--- src/hdl/ukp_pkg.sv ---
// ----------------------------------------------------------------------------
// ukp_pkg
// Types, mixing constants and datapath functions of the key/pack derivation.
// ----------------------------------------------------------------------------
package ukp_pkg;

  localparam int TableWords = 26;
  localparam int MixSteps   = 12;

  localparam logic [31:0] MixTable [TableWords] = '{
    32'h6D835AFC, 32'h7D15CD97, 32'h0942B409, 32'h32F9C923, 32'hA811FB02,
    32'h64F121E8, 32'hD1CC8B4E, 32'hE8873E6F, 32'h61399BBB, 32'hF1B91926,
    32'hAC661520, 32'hA21A31C9, 32'hD424808D, 32'hFE118E07, 32'hD18E728D,
    32'hABAC9E17, 32'h18066433, 32'h00E18E79, 32'h65A77305, 32'h5AE9E297,
    32'h11FC628C, 32'h7BB3431F, 32'h942A8308, 32'hB2F8FD20, 32'h5728B869,
    32'h30726D5A
  };

  localparam logic [15:0] PackMask = 16'h5555;
  localparam logic [15:0] PackMul  = 16'd13;

  // Two little-endian words of one 8-byte buffer
  typedef struct packed {
    logic [31:0] b;
    logic [31:0] a;
  } ukp_pair_t;

  // Key lane and pack lane travel side by side
  typedef struct packed {
    ukp_pair_t key;
    ukp_pair_t pack;
  } ukp_lanes_t;

  // Rotate left by the low five bits of a word
  function automatic logic [31:0] ukp_rotl(input logic [31:0] x, input logic [4:0] n);
    logic [63:0] dbl;
    dbl = {x, x} << n;
    return dbl[63:32];
  endfunction

  // Place the identifier bytes at a byte offset, free slot zero, add seed words
  function automatic ukp_pair_t ukp_place(input logic [55:0] id, input logic [2:0] off);
    logic [63:0]  w;
    logic [127:0] dbl;
    ukp_pair_t    p;
    w     = {8'h00, id};
    dbl   = {w, w} << {off, 3'b000};
    p.a   = dbl[95:64] + MixTable[0];
    p.b   = dbl[127:96] + MixTable[1];
    return p;
  endfunction

  // One half round: two dependent xor, rotate, add steps
  function automatic ukp_pair_t ukp_mix_step(input ukp_pair_t p, input logic [31:0] k0,
                                             input logic [31:0] k1);
    ukp_pair_t q;
    q.a = ukp_rotl(p.a ^ p.b, p.b[4:0]) + k0;
    q.b = ukp_rotl(p.b ^ q.a, q.a[4:0]) + k1;
    return q;
  endfunction

  // Four buffer bytes, big-endian, from a start picked by the even-byte sum
  function automatic logic [31:0] ukp_key_pick(input ukp_pair_t p);
    logic [63:0] w;
    logic [2:0]  s;
    logic [31:0] k;
    w = {p.b, p.a};
    s = {1'b0, w[1:0] + w[17:16] + w[33:32] + w[49:48]};
    for (int i = 0; i < 4; i++) begin
      k[31 - 8 * i -: 8] = w[{s + 3'(i), 3'b000} +: 8];
    end
    return k;
  endfunction

  // Byte sum times thirteen, xor mask
  function automatic logic [15:0] ukp_pack_calc(input ukp_pair_t p);
    logic [63:0] w;
    logic [10:0] sum;
    w   = {p.b, p.a};
    sum = '0;
    for (int i = 0; i < 8; i++) begin
      sum = sum + 11'(w[8 * i +: 8]);
    end
    return (16'(sum) * PackMul) ^ PackMask;
  endfunction

endpackage

--- src/hdl/ukp_prep.sv ---
// ----------------------------------------------------------------------------
// ukp_prep
// First stage: byte offsets, buffer placement and seed add for both lanes.
// ----------------------------------------------------------------------------
module ukp_prep import ukp_pkg::*; (
  input  logic        clk,
  input  logic        rst_n,
  input  logic        up_valid,
  output logic        up_ready,
  input  logic [55:0] up_tag_id,
  output logic        dn_valid,
  input  logic        dn_ready,
  output ukp_lanes_t  dn_data
);

  logic       valid_r;
  logic       valid_nxt;
  ukp_lanes_t data_r;
  ukp_lanes_t data_nxt;
  logic [2:0] key_off;
  logic [2:0] pack_off;
  logic       adv;

  // Offsets only need the low three bits of each byte sum
  assign key_off  = up_tag_id[10:8] + up_tag_id[26:24] + up_tag_id[42:40];
  assign pack_off = up_tag_id[18:16] + up_tag_id[42:40];

  // Advance when the stage is empty or its beat leaves downstream
  assign adv       = !valid_r || dn_ready;
  assign up_ready  = adv;
  assign valid_nxt = adv ? up_valid : valid_r;

  always_comb begin
    data_nxt.key  = ukp_place(up_tag_id, key_off);
    data_nxt.pack = ukp_place(up_tag_id, pack_off);
  end

  always_ff @(posedge clk) begin
    if (!rst_n) begin
      valid_r <= 1'b0;
    end else begin
      valid_r <= valid_nxt;
    end
  end

  always_ff @(posedge clk) begin
    if (adv && up_valid) begin
      data_r <= data_nxt;
    end
  end

  assign dn_valid = valid_r;
  assign dn_data  = data_r;

endmodule

--- config.mk ---
export PLATFORM = sky130hd
export DESIGN_NAME = ukp_prep
export DESIGN_NICKNAME = d
export VERILOG_FILES = /design/src/hdl/ukp_pkg.sv /design/src/hdl/ukp_prep.sv
export SDC_FILE = /design/constraint.sdc
export NUM_CORES = 1
export LEC_CHECK = 0
export ABC_AREA = 1
export BUFFER_PORTS_ARGS = -buffer_cell sky130_fd_sc_hd__buf_2
export CELL_PAD_IN_SITES_DETAIL_PLACEMENT = 0
export CELL_PAD_IN_SITES_GLOBAL_PLACEMENT = 2
export CORE_MARGIN = 2
export CORE_UTILIZATION = 28
export CTS_BUF_LIST = sky130_fd_sc_hd__clkbuf_4
export CTS_CLUSTER_SIZE = 20
export DETAILED_ROUTE_END_ITERATION = 12
export PLACE_DENSITY_LB_ADDON = 0.1
export SLEW_MARGIN = 15
export SYNTH_ARGS = -nofsm -noshare
export SYNTH_HDL_FRONTEND = slang
export SYNTH_SLANG_ARGS = --single-unit
--- constraint.sdc ---
create_clock -name clk -period 6.6 [get_ports clk]
set_input_delay 0.33 -clock clk [delete_from_list [all_inputs] [get_ports clk]]
set_output_delay 0.33 -clock clk [all_outputs]
set_load 0.02 [all_outputs]
==> reports/results.ini, run 1 <==
[clock_network]
cts-root-buf=clkbuf_4
cts.sinks=129
clock_latency_ns=0.72
cts.path.max_buffers=2
postCtsHoldBufs=4
tritoncts=yes
cts.htree.levels=4
cts_resized=0
cts_setup_buffers=0
cts_made_buffers=17
clkTransAtPathRegs_ns=0.11

[drt]
wire_per_inst_um=17.6
dr.pass1.iters=6
drt-total-wl_mm=56.4
viasPerCell=4.76
ant_nets=0
first_iter_violations=1101
drc_errors=0
via_count=15205

[power]
clock_power_share_pct=10.8
power_leakage_nw=7.61
switchingPower_mw=2.78
p_per_area_nw_per_um2=331
p_sw_share_pct=54.2
p_int_mw=2.34
sequentialPowerShare_pct=25.5
peakVddDrop_uv=156
combPwrFrac_pct=63.7

[logic_synthesis]
synth_warnings=0
yosysSeqAreaShare_pct=28.0
syn_area_um2=13800
synth-main-ff-cell=edfxtp_1
avgSynthCellArea_um2=5.79
syn_inst=2380
synth.distinct_cells=39
synth-seq-cells=129
synth-async-reset-ratio_pct=0
synth_nets=2449
synth_edf_count=128

[layout]
postLayoutCellArea_um2=15500
final_nets=2587
layout_common_cells=nand2_1, inv_1, o21ai_0
layout_commonest_cell=nand2_1
layout-drive-gt1-share_pct=11.6
area_delta_synth_final_pct=12.2

[worst_setup_path]
crit_buf_inv=4
endpoint_kind=register
cp_top_family=simple AND/OR/NAND/NOR gates
crit_slowest_cell=o21ai_1
worstPathRequired_ns=7.11
crit_chain=buf_2, inv_1, fa_1, inv_1, ha_1, inv_1, nand3_1, nand3_1, nand2_2, o21ai_1, nand2_1, a21oi_1, nand2_1, nand2_1, xor2_1
cp-start-kind=input pin
cp_max_fo=51
max_stage_delay_ns=0.86
worstSetupPathType=in -> reg
critPathArrivalTime_ns=4.57

[floorplanning]
io_pins=190
chipWidth_um=226
die-height_um=226
core_um2=48700
dieArea_um2=51000
rows=81
initial_core_util_pct=28.3

[status]
status=complete, no violations

[global_route]
grt_pass1_vias=13769
grt_antenna_before_repair=3
grt_usage_pct=22.3
grt_max_degree=80
grt_pass1_wl_mm=83.7
grt-ovfl-total=0

[placement]
dp_hpwl_mm=46.6
place.gp.congestion=0.875
port_buffers=189
place_area_um2=15200

[sta]
hold_viol_final=0
fin_worst_skew_ns=0.0267
worst_pin_slew_ns=1.08
fin_crit_sh_pct=61.5
finalSetupTns_ns=0
rsz0062_at_grt=false
finalWorstPathRequiredPeriod_ns=4.06
finalMaxSlewViolations=0
slew_headroom_pct=27.5
setup_viol_count_final=0
fmax_mhz=246

[min_path]
min_path_type=in -> reg

[job]
drv_cap=0

state kept, by name, indices dropped and copies added (netlist names):
signal	count
dn_data	128
dn_valid	1
synth_stat cells, types with 5 or more instances:
master    number  area, um2
xnor2_1        8       70.1
nand4_1       24        150
o21a_1         6       45.0
inv_2          9       33.8
o21ai_2       11       96.3
edfxtp_1     128       3840
clkbuf_1      17       63.8
nand3_2        6       60.1
xor2_1        46        403
nor2_1       200        751
nand3_1      140        701
o21ai_0      219       1100
buf_1          6       22.5
a21oi_1       29        145
ha_1           6       75.1
inv_1        242        908
nand2_2       20        125
buf_2         39        195
buf_4         11       82.6
o21ai_1       71        355
nor2_2        12       75.1
nand2_1     1087       4080
nand3b_1       5       37.5
buf_6         11        124
layer usage:
metal / share of wire (%) / global-route usage [%] / wire, um / up-vias
li1: - / - / - / 7842
met1: 53 / 34.5 / 30000 / 6925
met4: 1.4 / 5.73 / 813 / 2
met3: 5.8 / 4.03 / 3260 / 36
met5: 0.023 / 0 / 13 / -
met2: 40 / 31.4 / 22300 / 400
metrics by stage:
| stage | setup slack (ns) | instances | power, mW | utilization [%] | hold slack [ns] |
|---|---|---|---|---|---|
| finish | 2.54 | 3197 | 5.12 | 31.7 | 0.197 |
| global route | 2.32 | 3197 | 5.59 | 31.7 | 0.146 |
| CTS | 2.80 | 3195 | 5.17 | 31.7 | 0.0653 |
| detailed placement | 1.92 | 3159 | 4.56 | 31.1 | 0.542 |
| global placement | 1.97 | 3159 | 4.59 | 31.1 | 0.537 |
| floorplan | 2.04 | 2380 | 3.54 | - | 0.484 |
final timing paths:
kind	from	to	slack [ns]	cells past startpoint
setup / recovery	up_tag_id[9]	dn_data[110]	2.54	15
hold reg to reg	dn_valid	dn_data[71]	1.11	2
setup reg to reg	dn_valid	dn_data[39]	4.90	2
hold / removal	up_tag_id[0]	dn_data[64]	0.20	5
cells by family (layout without fill, tap and decap cells):
family | count (synthesis) | count (layout) | synth area share [%]
xor gates and xnor gates | 54 | 54 | 3.43
and+or+nand+nor | 1505 | 1505 | 43.9
AOI/OAI and AO/OA | 347 | 347 | 13.3
buffers and inverters | 336 | 487 | 10.4
DFF | 129 | 129 | 28.0
adders and majority gates | 9 | 9 | 0.980
other | 0 | 2 | 0
worst register-to-register path, stage by stage, from the launching register on:
cell and delay [ns]:
dfxtp_1 0.37, a21oi_4 0.19, buf_4 0.66
area by class of cell:
| type | count | area [um2] |
|---|---|---|
| diodes | 2 | 5.00 |
| clock inverters | 10 | 95.1 |
| well taps | 664 | 831 |
| multi-input cells | 1915 | 8510 |
| clock buffers | 22 | 165 |
| fillers | 5452 | 33300 |
| flip-flops and latches | 129 | 3860 |
| inverters | 252 | 946 |
| repair buffers | 203 | 1060 |
power by group through the flow:
stage	logic, mW	registers (mW)	clock network, mW
2_1_floorplan	1.93	1.61	0
3_3_place_gp	3.27	1.32	0
3_5_place_dp	3.23	1.32	0
4_1_cts	3.26	1.31	0.594
5_1_grt	3.65	1.33	0.611
6_report	3.26	1.31	0.552
No activity file was read; power rests on OpenSTA's default activity.
==> inputs of run 2 (changes only) <==
==> constraint.sdc (replaced) <==
create_clock -name clk -period 3.6 [get_ports clk]
set_input_delay 0.18 -clock clk [delete_from_list [all_inputs] [get_ports clk]]
set_output_delay 0.18 -clock clk [all_outputs]
set_load 0.02 [all_outputs]
==> run 2 against run 1 <==
Against the previous run: sequential share of layout area down 1.9 points; largest power group unchanged; global-route usage up 1.2 points; via count up 3.4%; total power up 96%; highest routed layer unchanged; setup slack worse by 1.8 ns; utilization up 2.6 points; design area up 8.1%; flip-flop and latch count unchanged; clock skew down 0.0077 ns; final cell count up 4.7%.
==> reports/results.ini, run 2 (synthesis results as in run 1) <==
[status]
status=complete, no violations

[layout]
seq_area_um2=3860  ; unchanged
fillers=5541  ; +1.6%
final_nets=2738  ; +5.8%
instances_no_fill=3348  ; +4.7%
layout-drive-gt1-share_pct=16.5  ; +4.9 points
largest_reg_flops=128  ; unchanged
final_util_pct=34.3  ; +2.6 points
layout_common_cells=nand2_1, inv_1, o21ai_0
layout_commonest_cell=nand2_1
multi_input_area_um2=8510  ; unchanged
area_delta_synth_final_pct=21.3

[drt]
drt-total-wl_mm=59.4  ; +5.4%
via_count=15718  ; +3.4%
dr.pass1.iters=8  ; +2
first_iter_violations=1172  ; +6.4%
viasPerCell=4.69  ; -1.3%
wire_per_inst_um=17.8  ; +0.65%
ant_nets=0  ; unchanged
drc_errors=0  ; unchanged

[clock_network]
cts_made_buffers=17  ; unchanged
cts.htree.levels=4  ; unchanged
cts_setup_buffers=0  ; unchanged
tritoncts=yes
cts.sinks=129  ; unchanged
clkTransAtPathRegs_ns=0.10  ; about the same
clock_latency_ns=0.73  ; about the same
cts.path.max_buffers=2  ; unchanged
cts-root-buf=clkbuf_4

[sta]
setup_viol_count_final=0  ; unchanged
worst_pin_slew_ns=0.846  ; -0.230 ns
setup_slack_ns=0.698  ; -1.85 ns
hold_viol_final=0  ; unchanged
finalWorstPathRequiredPeriod_ns=2.90
fin_crit_sh_pct=80.6
fin_worst_skew_ns=0.0190  ; -0.00770 ns
slew_headroom_pct=43.0  ; +15 points
rsz0062_at_grt=false
finalMaxSlewViolations=0  ; unchanged
fmax_mhz=345

[global_route]
grt-ovfl-total=0  ; unchanged
grt_antenna_before_repair=6  ; +3
grt_pass1_vias=14568  ; +5.8%
grt_usage_pct=23.5  ; +1.2 points
grt_max_degree=73  ; -8.8%
grt_pass1_wl_mm=88.3  ; +5.5%

[power]
p_per_area_nw_per_um2=600  ; +82%
clock_power_share_pct=9.5  ; -1.3 points
p_sw_share_pct=52.8  ; -1.5 points
finalPower_mw=10.0  ; +96%
peakVddDrop_uv=262  ; +67%
sequentialPowerShare_pct=23.8  ; -1.7 points
p_int_mw=4.74  ; +100%
switchingPower_mw=5.30  ; +91%
power_leakage_nw=8.38  ; +10%
combPwrFrac_pct=66.7  ; +3.0 points

[worst_setup_path]
worstSetupPathType=in -> reg
worstPathRequired_ns=4.07  ; -3.04 ns
critPathArrivalTime_ns=3.38  ; -1.19 ns
cp-start-kind=input pin
endpoint_kind=register
cp_max_fo=28  ; -45%

[placement]
place.gp.congestion=0.902  ; +3.1%
post-place-ws_ns=-0.0749  ; -2.00 ns
port_buffers=189  ; unchanged
dp_hpwl_mm=49.8  ; +6.8%
placed_cells_incl_taps=3309  ; +4.7%

[floorplanning]
dieArea_um2=51000  ; unchanged
rows=81  ; unchanged
io_pins=190  ; unchanged
core_um2=48700  ; unchanged
chipWidth_um=226  ; unchanged
die-height_um=226  ; unchanged
initial_core_util_pct=28.3  ; unchanged

[job]
drv_cap=0  ; unchanged

[min_path]
min_path_type=in -> reg

-- run 2: final cells by class --
cell class	instances	share of cell area, %
timing repair buffer	354	14.0
clock buffer	20	0.898
clock inverter	10	0.426
tap	664	4.97
antenna	4	0.0598
multi-input combinational	1915	50.9
inverter	252	5.66
sequential	129	23.1
-- run 2: what timing repair did --
item                      in CTS  in global routing
hold endpoints to repair      14                  0
gates resized for setup        0                  0
hold buffers                   5                  0
-- run 2: final timing paths --
path            startpoint      endpoint  slack (ns)  depth (start not counted)
max          up_tag_id[41]  dn_data[127]        0.70                         20
max reg2reg       dn_valid   dn_data[67]        1.38                          2
min reg2reg       dn_valid   dn_data[16]        0.90                          2
min          up_tag_id[25]   dn_data[65]        0.12                          5
-- run 2: worst max-delay path, stage by stage --
cell	delay (ns)
buf_2	0.12
inv_1	0.13
fa_1	0.44
inv_1	0.08
ha_1	0.17
inv_1	0.04
nand3_1	0.13
nand2_1	0.11
nand2_2	0.11
nand2_4	0.19
buf_12	0.24
o21ai_0	0.59
nand2_1	0.11
nor2_1	0.11
buf_4	0.14
nand2_1	0.05
a21oi_1	0.21
nand2_1	0.09
nand2_1	0.06
nand2_1	0.05
-- run 2: per-stage QoR --
| stage | hold slack [ns] | setup TNS (ns) | area [um2] |
|---|---|---|---|
| 3_5_place_dp | 0.439 | -0.0749 | 16400 |
| 5_1_grt | 0.0900 | 0 | 16700 |
| 4_1_cts | 0.0239 | 0 | 16700 |
| 3_3_place_gp | 0.443 | -0.0162 | 16400 |
| 6_report | 0.117 | 0 | 16700 |
| 2_1_floorplan | 0.334 | 0 | 13800 |
-- run 2: power by group through the flow --
stage / registers (mW) / clock network (mW) / logic [mW]
after global placement: 2.43 / 0 / 6.70
final: 2.39 / 0.952 / 6.70
after detailed placement: 2.43 / 0 / 6.65
after global routing: 2.43 / 1.08 / 7.46
after floorplan: 2.95 / 0 / 3.54
after CTS: 2.40 / 1.02 / 6.70
-- run 2: routing by layer --
layer | up-vias | track usage (%) | share of wire (%)
met2 | 388 | 33.3 | 40
met5 | - | 0 | 0.045
met3 | 34 | 5.07 | 6.3
li1 | 8137 | - | -
met4 | 4 | 5.38 | 1.2
met1 | 7155 | 35.8 | 53
