[src/hdl/ukp_pkg.sv]
// ----------------------------------------------------------------------------
// ukp_pkg
// Types, mixing constants and datapath functions of the key/pack derivation.
// ----------------------------------------------------------------------------
package ukp_pkg;

  localparam int TableWords = 26;
  localparam int MixSteps   = 12;

  localparam logic [31:0] MixTable [TableWords] = '{
    32'h6D835AFC, 32'h7D15CD97, 32'h0942B409, 32'h32F9C923, 32'hA811FB02,
    32'h64F121E8, 32'hD1CC8B4E, 32'hE8873E6F, 32'h61399BBB, 32'hF1B91926,
    32'hAC661520, 32'hA21A31C9, 32'hD424808D, 32'hFE118E07, 32'hD18E728D,
    32'hABAC9E17, 32'h18066433, 32'h00E18E79, 32'h65A77305, 32'h5AE9E297,
    32'h11FC628C, 32'h7BB3431F, 32'h942A8308, 32'hB2F8FD20, 32'h5728B869,
    32'h30726D5A
  };

  localparam logic [15:0] PackMask = 16'h5555;
  localparam logic [15:0] PackMul  = 16'd13;

  // Two little-endian words of one 8-byte buffer
  typedef struct packed {
    logic [31:0] b;
    logic [31:0] a;
  } ukp_pair_t;

  // Key lane and pack lane travel side by side
  typedef struct packed {
    ukp_pair_t key;
    ukp_pair_t pack;
  } ukp_lanes_t;

  // Rotate left by the low five bits of a word
  function automatic logic [31:0] ukp_rotl(input logic [31:0] x, input logic [4:0] n);
    logic [63:0] dbl;
    dbl = {x, x} << n;
    return dbl[63:32];
  endfunction

  // Place the identifier bytes at a byte offset, free slot zero, add seed words
  function automatic ukp_pair_t ukp_place(input logic [55:0] id, input logic [2:0] off);
    logic [63:0]  w;
    logic [127:0] dbl;
    ukp_pair_t    p;
    w     = {8'h00, id};
    dbl   = {w, w} << {off, 3'b000};
    p.a   = dbl[95:64] + MixTable[0];
    p.b   = dbl[127:96] + MixTable[1];
    return p;
  endfunction

  // One half round: two dependent xor, rotate, add steps
  function automatic ukp_pair_t ukp_mix_step(input ukp_pair_t p, input logic [31:0] k0,
                                             input logic [31:0] k1);
    ukp_pair_t q;
    q.a = ukp_rotl(p.a ^ p.b, p.b[4:0]) + k0;
    q.b = ukp_rotl(p.b ^ q.a, q.a[4:0]) + k1;
    return q;
  endfunction

  // Four buffer bytes, big-endian, from a start picked by the even-byte sum
  function automatic logic [31:0] ukp_key_pick(input ukp_pair_t p);
    logic [63:0] w;
    logic [2:0]  s;
    logic [31:0] k;
    w = {p.b, p.a};
    s = {1'b0, w[1:0] + w[17:16] + w[33:32] + w[49:48]};
    for (int i = 0; i < 4; i++) begin
      k[31 - 8 * i -: 8] = w[{s + 3'(i), 3'b000} +: 8];
    end
    return k;
  endfunction

  // Byte sum times thirteen, xor mask
  function automatic logic [15:0] ukp_pack_calc(input ukp_pair_t p);
    logic [63:0] w;
    logic [10:0] sum;
    w   = {p.b, p.a};
    sum = '0;
    for (int i = 0; i < 8; i++) begin
      sum = sum + 11'(w[8 * i +: 8]);
    end
    return (16'(sum) * PackMul) ^ PackMask;
  endfunction

endpackage

[src/hdl/ukp_finish.sv]
// ----------------------------------------------------------------------------
// ukp_finish
// Last stage: key byte selection, pack sum, and the output register.
// ----------------------------------------------------------------------------
module ukp_finish import ukp_pkg::*; (
  input  logic        clk,
  input  logic        rst_n,
  input  logic        up_valid,
  output logic        up_ready,
  input  ukp_lanes_t  up_data,
  output logic        dn_valid,
  input  logic        dn_ready,
  output logic [31:0] dn_key_word,
  output logic [15:0] dn_pack_word
);

  logic        valid_r;
  logic        valid_nxt;
  logic [31:0] key_r;
  logic [31:0] key_nxt;
  logic [15:0] pack_r;
  logic [15:0] pack_nxt;
  logic        adv;

  // Hold the result until taken; accept when empty or draining
  assign adv       = !valid_r || dn_ready;
  assign up_ready  = adv;
  assign valid_nxt = adv ? up_valid : valid_r;
  assign key_nxt   = ukp_key_pick(up_data.key);
  assign pack_nxt  = ukp_pack_calc(up_data.pack);

  always_ff @(posedge clk) begin
    if (!rst_n) begin
      valid_r <= 1'b0;
    end else begin
      valid_r <= valid_nxt;
    end
  end

  always_ff @(posedge clk) begin
    if (adv && up_valid) begin
      key_r  <= key_nxt;
      pack_r <= pack_nxt;
    end
  end

  assign dn_valid     = valid_r;
  assign dn_key_word  = key_r;
  assign dn_pack_word = pack_r;

endmodule

[config.mk]
export PLATFORM = sky130hd
export DESIGN_NAME = ukp_finish
export DESIGN_NICKNAME = d
export VERILOG_FILES = /design/src/hdl/ukp_pkg.sv /design/src/hdl/ukp_finish.sv
export SDC_FILE = /design/constraint.sdc
export NUM_CORES = 1
export LEC_CHECK = 0
export ABC_AREA = 1
export BUFFER_PORTS_ARGS = -buffer_cell sky130_fd_sc_hd__clkbuf_2
export CORE_UTILIZATION = 26
export DETAILED_ROUTE_END_ITERATION = 8
export PLACE_DENSITY = 0.49
export SETUP_SLACK_MARGIN = 0.15
export SLEW_MARGIN = 20
export SYNTH_ARGS = -nofsm -noshare
export SYNTH_HDL_FRONTEND = slang
export SYNTH_SLANG_ARGS = --single-unit
[constraint.sdc]
create_clock -name clk -period 6.65 [get_ports clk]
set_input_delay 1.33 -clock clk [delete_from_list [all_inputs] [get_ports clk]]
set_output_delay 1.33 -clock clk [all_outputs]
set_load 0.05 [all_outputs]
==> flow_summary.ini, run 1 <==
[detailed_routing]
antenna_left = 0
met2WireLength_um = 5671
routed_via_density = 4.069
route.detailed.drc = 0
routedWlPerCell_um = 10.67
wirelength_met1_um = 5485
drtIter0Drc = 105
drt-pass1-iter-count = 4
route.met3.wl_um = 648
routed_wl_um = 12030
highest_layer = met4
vias = 4586

[logic_synthesis]
yosysSeqAreaShare_pct = 26.56
yosys_register_bits = 48
synth_cells = 676
synth_area_leaders = edfxtp_1 (26%), fa_1 (21%), inv_1 (13%)
synth_warnings = 0
synth_area_per_cell_um2 = 7.972
syn_nets = 902
netlist-cell-type-count = 27
yosysTopAreaCell = edfxtp_1
synth_top_area_share_pct = 26.19
syn_area_mm2 = 0.005389

[floorplan]
initial_core_util_pct = 26.55
dieWidth_um = 146.0
io_pins = 182
core_mm2 = 0.02030
fp-row-count = 52
die_h_um = 146.0
dieArea_mm2 = 0.02131

[timing]
hold_viol_final = 0
fin_crit_ns = 6.226
setup_violations = 0
fmax_mhz = 160.6
relSlewSlack_pct = 49.13
worstMarginPinSlew_ns = 0.7630
finClkSkew_ns = 0.003741
timing.final.crit_share_pct = 93.63
slew_viol_final = 0
rsz0062_at_grt = no
setup_ws_ns = 0.4239
whs_ns = 0.5531
finalSetupTns_ns = 0

[worst_setup_path]
worstSetupPathType = primary input to flip-flop
critPathLaunchType = primary input
critPathArrivalTime_ns = 6.27
r2r_cells = 2
path_max_fanout = 4
required_ns = 6.69
endpoint_kind = flip-flop

[clocking]
clock_latency_ns = 0.29
numCtsBuffers = 5
cts_max_level = 2
clk_path_buf_depth = 2
cts_tree = yes
clock-sinks = 48
ctsRootBufferMaster = clkbuf_16
clk_transition_reported_paths_ns = 0.06

[global_routing]
antenna_found_initial = 0
grt-ovfl-total = 0
grt_pass1_wl_um = 20220
grt_pass1_vias = 4512
grtUsageTotal_pct = 11.61
grt_max_degree = 91

[finish]
fin_nets = 1083
antenna_cells = 0
layout-drive-gt1-share_pct = 29.17
area_delta_synth_final_pct = 28.60
nFillCells = 2213
multi_input_area_mm2 = 0.003307
register_area_mm2 = 0.001431

[placement]
place_ws_ns = -0.1815
routabilityCongestion = 0.8216
port_buffers = 172
place.detailed.hpwl_um = 9836

[min_path]
hp-class = flip-flop to flip-flop
holdPathStages = 2

[job]
max-cap-violations = 0

[run_status]
status = complete, no violations
worst max-delay path, cell delays in order:
cell	delay, ns
clkbuf_2	0.07
inv_1	0.04
fa_1	0.53
inv_1	0.05
fa_1	0.50
fa_1	0.54
inv_1	0.05
fa_1	0.52
inv_1	0.04
ha_1	0.31
buf_4	0.16
nand3_1	0.09
nand3_2	0.08
xor2_1	0.15
inv_1	0.09
ha_1	0.28
inv_1	0.05
fa_1	0.53
inv_1	0.06
ha_4	0.28
nand2_1	0.09
nor2_2	0.13
nand3_2	0.10
nand4_1	0.10
nand2_1	0.06
per-stage QoR:
step / area (um^2) / std cells / utilization (%)
2_1_floorplan: 5389 / 676 / -
3_3_place_gp: 6615 / 1117 / 32.59
3_5_place_dp: 6615 / 1117 / 32.59
4_1_cts: 6780 / 1124 / 33.40
5_1_grt: 6930 / 1127 / 34.14
6_report: 6930 / 1127 / 34.14
cell families after synthesis:
logic type      share of synthesized area [%]
simple gates                            19.69
buf+inv                                 15.28
fa+ha+maj                               29.63
compound gates                          5.247
flops                                   26.56
xor+xnor                                2.275
mux                                     1.254
other cells                           0.06959
per-layer routing:
layer | vias to the layer above | track usage, %
li1 | 2399 | -
met1 | 2039 | 14.52
met2 | 136 | 20.91
met3 | 12 | 1.348
met4 | 0 | 3.316
met5 | - | 0
registers in the layout (all words and copies together), names as in the netlist:
signal        count
dn_pack_word     15
dn_valid          1
dn_key_word      32
cells in the mapped netlist:
library cell / instances
nand3b_4: 1
or2_2: 1
fa_1: 56
nand4_1: 4
nand2_1: 158
xnor2_1: 6
nand2_4: 1
o21bai_1: 1
conb_1: 1
a21oi_1: 31
ha_1: 38
edfxtp_1: 47
nor2_2: 1
nor2_1: 32
o21ai_0: 21
buf_4: 6
inv_1: 184
buf_6: 3
xor2_1: 8
nand2_2: 3
buf_2: 7
clkbuf_1: 4
nand3_1: 52
mux2_2: 6
inv_2: 1
a21boi_0: 2
dfxtp_1: 1
final cells by class:
cell class	instances	area share, %
clock buffers	6	1.860
flip-flops and latches	48	20.65
well taps	270	4.875
clock inverters	1	0.07222
inverters	185	10.02
repair buffers	194	14.80
multi-input cells	423	47.72
timing repair:
| action | 4_1_cts | 5_1_grt |
|---|---|---|
| hold buffers | 0 | 0 |
| pin swaps | 0 | 12 |
| setup buffers | 0 | 3 |
| resized for setup | 4 | 31 |
| setup endpoints to repair | 6 | 8 |
| hold endpoints to repair | 0 | 0 |
final timing paths:
| kind | start | endpoint | slack [ns] |
|---|---|---|---|
| setup / recovery | up_data[28] | dn_pack_word[13] | 0.42 |
| hold / removal | dn_valid | dn_valid | 0.55 |
| setup reg to reg | dn_valid | dn_key_word[0] | 5.27 |
| hold reg to reg | dn_valid | dn_valid | 0.55 |
layout by cell type, fill, tap and decap left out, types with 9 or more instances in the layout:
cell type,instances
o21ai_0,21
nand3_1,48
edfxtp_1,47
inv_1,181
fa_1,55
a21oi_1,26
nor2_1,29
nand2_1,152
nand2_2,9
clkbuf_2,172
buf_4,22
ha_1,28
Power of run 1 is left out: the tool's default activity adds up to more than one toggle a clock period on the data nets, which glitch-free logic cannot reach.
==> inputs of run 2 (changes only) <==
PLACE_DENSITY = 0.45   (was 0.49)
==> run 2 against run 1 <==
  * Non-clock buffer count increased by 2
  * Count of clock-buffer cells in the layout stayed put
  * Highest routed layer unchanged
  * Hold slack gained 0.0079 ns
  * Sequential share of layout area is 0.23 points lower
  * Clock skew is 0.0026 ns higher
  * Final cell count increased by 0.18%
  * Die area did not move
  * Critical path type unchanged
  * Register-to-register slack got worse by 0.03 ns
  * Critical endpoint is now dn_pack_word[14]
==> flow_summary.ini, run 2 (synthesized netlist as in run 1, its figures left out) <==
[detailed_routing]
route.met3.wl_um = 713
routed_wl_um = 12520
drtIter0Drc = 145
drt-pass1-iter-count = 4
wirelength_met1_um = 5481
routed_via_density = 4.139
highest_layer = met4
route.detailed.drc = 0
antenna_left = 0
vias = 4673
routedWlPerCell_um = 11.09
met2WireLength_um = 6200

[finish]
nFillCells = 2225
largest_reg_flops = 32
antenna_cells = 0
mostFrequentLayoutCell = inv_1
layout-drive-gt1-share_pct = 30.50
layout_common_cells = inv_1 (179), clkbuf_2 (172), nand2_1 (150)
area_delta_synth_final_pct = 30.04
fin_nets = 1085

[timing]
relSlewSlack_pct = 45.68
fin_crit_ns = 6.253
slew_viol_final = 0
fmax_mhz = 159.9
worstMarginPinSlew_ns = 0.8149
hold_viol_final = 0
timing.final.crit_share_pct = 94.03
finClkSkew_ns = 0.006381
rsz0062_at_grt = yes
setup_violations = 0
finalSetupTns_ns = 0

[global_routing]
grtUsageTotal_pct = 12.17
antenna_found_initial = 0
grt-ovfl-total = 0
grt_pass1_vias = 4672
grt_max_degree = 54
grt_pass1_wl_um = 21110

[placement]
place.detailed.hpwl_um = 10110
routabilityCongestion = 0.7838
port_buffers = 172

[clocking]
cts_max_level = 2
numCtsBuffers = 5
clk_transition_reported_paths_ns = 0.06
cts_tree = yes
clock-sinks = 48
hold_buffers = 0
clk_path_buf_depth = 2
clock_latency_ns = 0.29
ctsRootBufferMaster = clkbuf_16

[run_status]
status = complete, no violations

[floorplan]
fp-row-count = 52
io_pins = 182
core_mm2 = 0.02030
dieArea_mm2 = 0.02131
die_h_um = 146.0
dieWidth_um = 146.0
initial_core_util_pct = 26.55

[worst_setup_path]
r2r_cells = 2
critPathLaunchType = primary input
reg2reg_from = dn_valid
worstSetupPathType = primary input to flip-flop
critPathLaunch = up_data[6]
timing.rr.end = dn_pack_word[0]
endpoint_kind = flip-flop
required_ns = 6.70
path_max_fanout = 4
worst-r2r-setup-slack_ns = 5.24
endpoint = dn_pack_word[14]
critPathArrivalTime_ns = 6.30

[min_path]
hp-class = flip-flop to flip-flop

[job]
max-cap-violations = 0
-- run 2: worst min path at each step --
| stage | from | endpoint | slack [ns] | depth (start not counted) |
|---|---|---|---|---|
| CTS | dn_valid | dn_valid | 0.56 | 2 |
| global route | dn_valid | dn_valid | 0.60 | 2 |
| global placement | dn_valid | dn_valid | 0.55 | 2 |
| detailed placement | dn_valid | dn_valid | 0.56 | 2 |
| floorplan | dn_valid | dn_valid | 1.11 | 2 |
| finish | dn_valid | dn_valid | 0.56 | 2 |
-- run 2: critical path: stages --
cell and delay, ns:
clkbuf_2 0.07, inv_1 0.04, fa_1 0.50, fa_1 0.54, inv_1 0.05, fa_1 0.52
inv_1 0.05, fa_1 0.52, inv_1 0.04, ha_1 0.31, inv_1 0.09, o21bai_2 0.21
a21oi_4 0.06, xor2_2 0.18, buf_4 0.14, ha_4 0.24, inv_1 0.05, fa_1 0.51
inv_2 0.05, ha_4 0.31, nand2_4 0.06, nor2_1 0.15, nand3_1 0.11, nand4_1 0.09
nand2_1 0.05
-- run 2: repair_timing --
item                                    CTS  global route
pin swaps                                 3            17
buffers inserted                          0             3
gates resized for setup                   9            42
endpoints found under the setup margin    6             7
hold endpoints to repair                  0             0
-- run 2: area by class of cell --
type	count	area, um^2	area share [%]
Clock inverter	1	5.005	0.07142
Sequential cell	48	1431	20.42
Timing Repair Buffer	196	1041	14.85
Clock buffer	6	128.9	1.839
Inverter	185	694.4	9.909
Tap cell	270	337.8	4.821
Multi-Input combinational cell	423	3369	48.08
-- run 2: through the flow --
stage               std cells  hold WS [ns]  util (%)  area (um^2)  worst slack [ns]
floorplan                 676         1.107         -         5389            0.1536
global placement         1119        0.5472     32.66         6630           -0.2425
detailed placement       1119        0.5554     32.66         6630           -0.2849
CTS                      1126        0.5644     33.56         6812            0.1674
global route             1129        0.5982     34.52         7008            0.1152
finish                   1129        0.5610     34.52         7008            0.3968
-- run 2: per-layer routing --
metal	vias to the layer above	GRT usage (%)
met5	-	0
met4	0	2.684
met3	8	1.661
met2	139	22.82
met1	2130	14.62
li1	2396	-
Power of run 2 is left out for the same reason.
==> inputs of run 3 (changes only) <==
MAX_ROUTING_LAYER = met4   (was default)
==> run 3 against run 2 <==
  * Sequential share of layout area unchanged
  * Via count down 0.86%
  * Maximum frequency unchanged
  * Count of clock-buffer cells in the layout is the same
  * Non-clock buffer count is the same
  * Worst setup slack about the same
  * Die area is the same
  * First-iteration DRC count is 6.9% lower
  * Critical path depth is the same
  * Hold slack lost 0.0016 ns
  * Register-to-register slack hardly changed
  * Critical path type unchanged
==> flow_summary.ini, run 3 (synthesized netlist as in run 1, its figures left out) <==
[floorplan]
dieArea_mm2 = 0.02131
die_h_um = 146.0
fp-row-count = 52
core_mm2 = 0.02030
initial_core_util_pct = 26.55
io_pins = 182
dieWidth_um = 146.0

[finish]
layout_common_cells = inv_1 (179), clkbuf_2 (172), nand2_1 (150)
antenna_cells = 0
fin_nets = 1085
largest_reg_flops = 32
layout-drive-gt1-share_pct = 30.50
mostFrequentLayoutCell = inv_1
fin_area_mm2 = 0.007008
area_delta_synth_final_pct = 30.04

[global_routing]
grt-ovfl-total = 0
grt_pass1_vias = 4672
grt_max_degree = 54
grtUsageTotal_pct = 12.55
antenna_found_initial = 0
grt_pass1_wl_um = 21090

[worst_setup_path]
r2r_cells = 2
reg2reg_from = dn_valid
path_max_fanout = 4
critPathArrivalTime_ns = 6.30
endpoint_kind = flip-flop
worstSetupPathType = primary input to flip-flop
timing.rr.end = dn_pack_word[0]
required_ns = 6.70
critPathLaunchType = primary input
endpoint = dn_pack_word[14]
critPathLaunch = up_data[6]
worst-r2r-setup-slack_ns = 5.24

[min_path]
holdPathStages = 2
hp-class = flip-flop to flip-flop
hold_start = dn_valid

[detailed_routing]
antenna_left = 0
vias = 4633
routedWlPerCell_um = 11.10
drt-pass1-iter-count = 4
routed_wl_um = 12530
route.detailed.drc = 0
drtIter0Drc = 135
routed_via_density = 4.104

[timing]
rsz0062_at_grt = yes
hold_viol_final = 0
finClkSkew_ns = 0.006092
fin_crit_ns = 6.253
worstMarginPinSlew_ns = 0.8108
timing.final.crit_share_pct = 94.03
slew_viol_final = 0
fmax_mhz = 159.9
relSlewSlack_pct = 45.95
setup_violations = 0

[clocking]
clk_transition_reported_paths_ns = 0.06
clock_latency_ns = 0.29
cts_max_level = 2
ctsRootBufferMaster = clkbuf_16
clk_path_buf_depth = 2
clock-sinks = 48
numCtsBuffers = 5
cts_tree = yes
hold_buffers = 0

[placement]
routabilityCongestion = 0.7947
placed_cell_area_mm2 = 0.006630
place.detailed.hpwl_um = 10110
port_buffers = 172

[run_status]
status = complete, no violations

[job]
max-cap-violations = 0
[run 3: cell counts in the layout (fill, tap and decap cells not counted)]
Identical to the previous run, type by type.
[run 3: final cells by class]
type                            count  area (um^2)
Tap cell                          270        337.8
Fill cell                        2225        13290
Inverter                          185        694.4
Sequential cell                    48         1431
Clock inverter                      1        5.005
Timing Repair Buffer              196         1041
Multi-Input combinational cell    423         3369
Clock buffer                        6        128.9
[run 3: worst min path at each step]
stage                          end
final                     dn_valid
after floorplan           dn_valid
after global placement    dn_valid
after global routing      dn_valid
after detailed placement  dn_valid
after CTS                 dn_valid
[run 3: per-layer routing]
layer / part of all wire [%] / wire (um) / GRT usage [%] / up-vias
li1: - / - / - / 2395
met3: 5.4 / 678 / 1.536 / 8
met1: 44 / 5505 / 14.68 / 2100
met5: 0 / 0 / - / -
met4: 1.0 / 125 / 2.684 / 0
met2: 50 / 6222 / 22.85 / 130
[run 3: repair_timing]
item / 4_1_cts / 5_1_grt
pin swaps: 3 / 17
buffers inserted: 0 / 3
resized for setup: 9 / 42
endpoints found under the setup margin: 6 / 7
[run 3: stage by stage]
step	utilization, %	hold slack (ns)	setup TNS (ns)	std cells	setup WS, ns
detailed placement	32.66	0.5554	-1.561	1119	-0.2849
global route	34.52	0.5982	0	1129	0.1149
CTS	33.56	0.5644	0	1126	0.1674
finish	34.52	0.5594	0	1129	0.3968
global placement	32.66	0.5472	-1.305	1119	-0.2425
floorplan	-	1.107	0	676	0.1536
[run 3: worst max-delay path: stages]
cell	delay, ns
clkbuf_2	0.07
inv_1	0.04
fa_1	0.50
fa_1	0.54
inv_1	0.05
fa_1	0.52
inv_1	0.05
fa_1	0.52
inv_1	0.04
ha_1	0.31
inv_1	0.09
o21bai_2	0.21
a21oi_4	0.06
xor2_2	0.18
buf_4	0.14
ha_4	0.24
inv_1	0.05
fa_1	0.51
inv_2	0.05
ha_4	0.31
nand2_4	0.06
nor2_1	0.15
nand3_1	0.11
nand4_1	0.09
nand2_1	0.05
Power of run 3 is left out for the same reason.
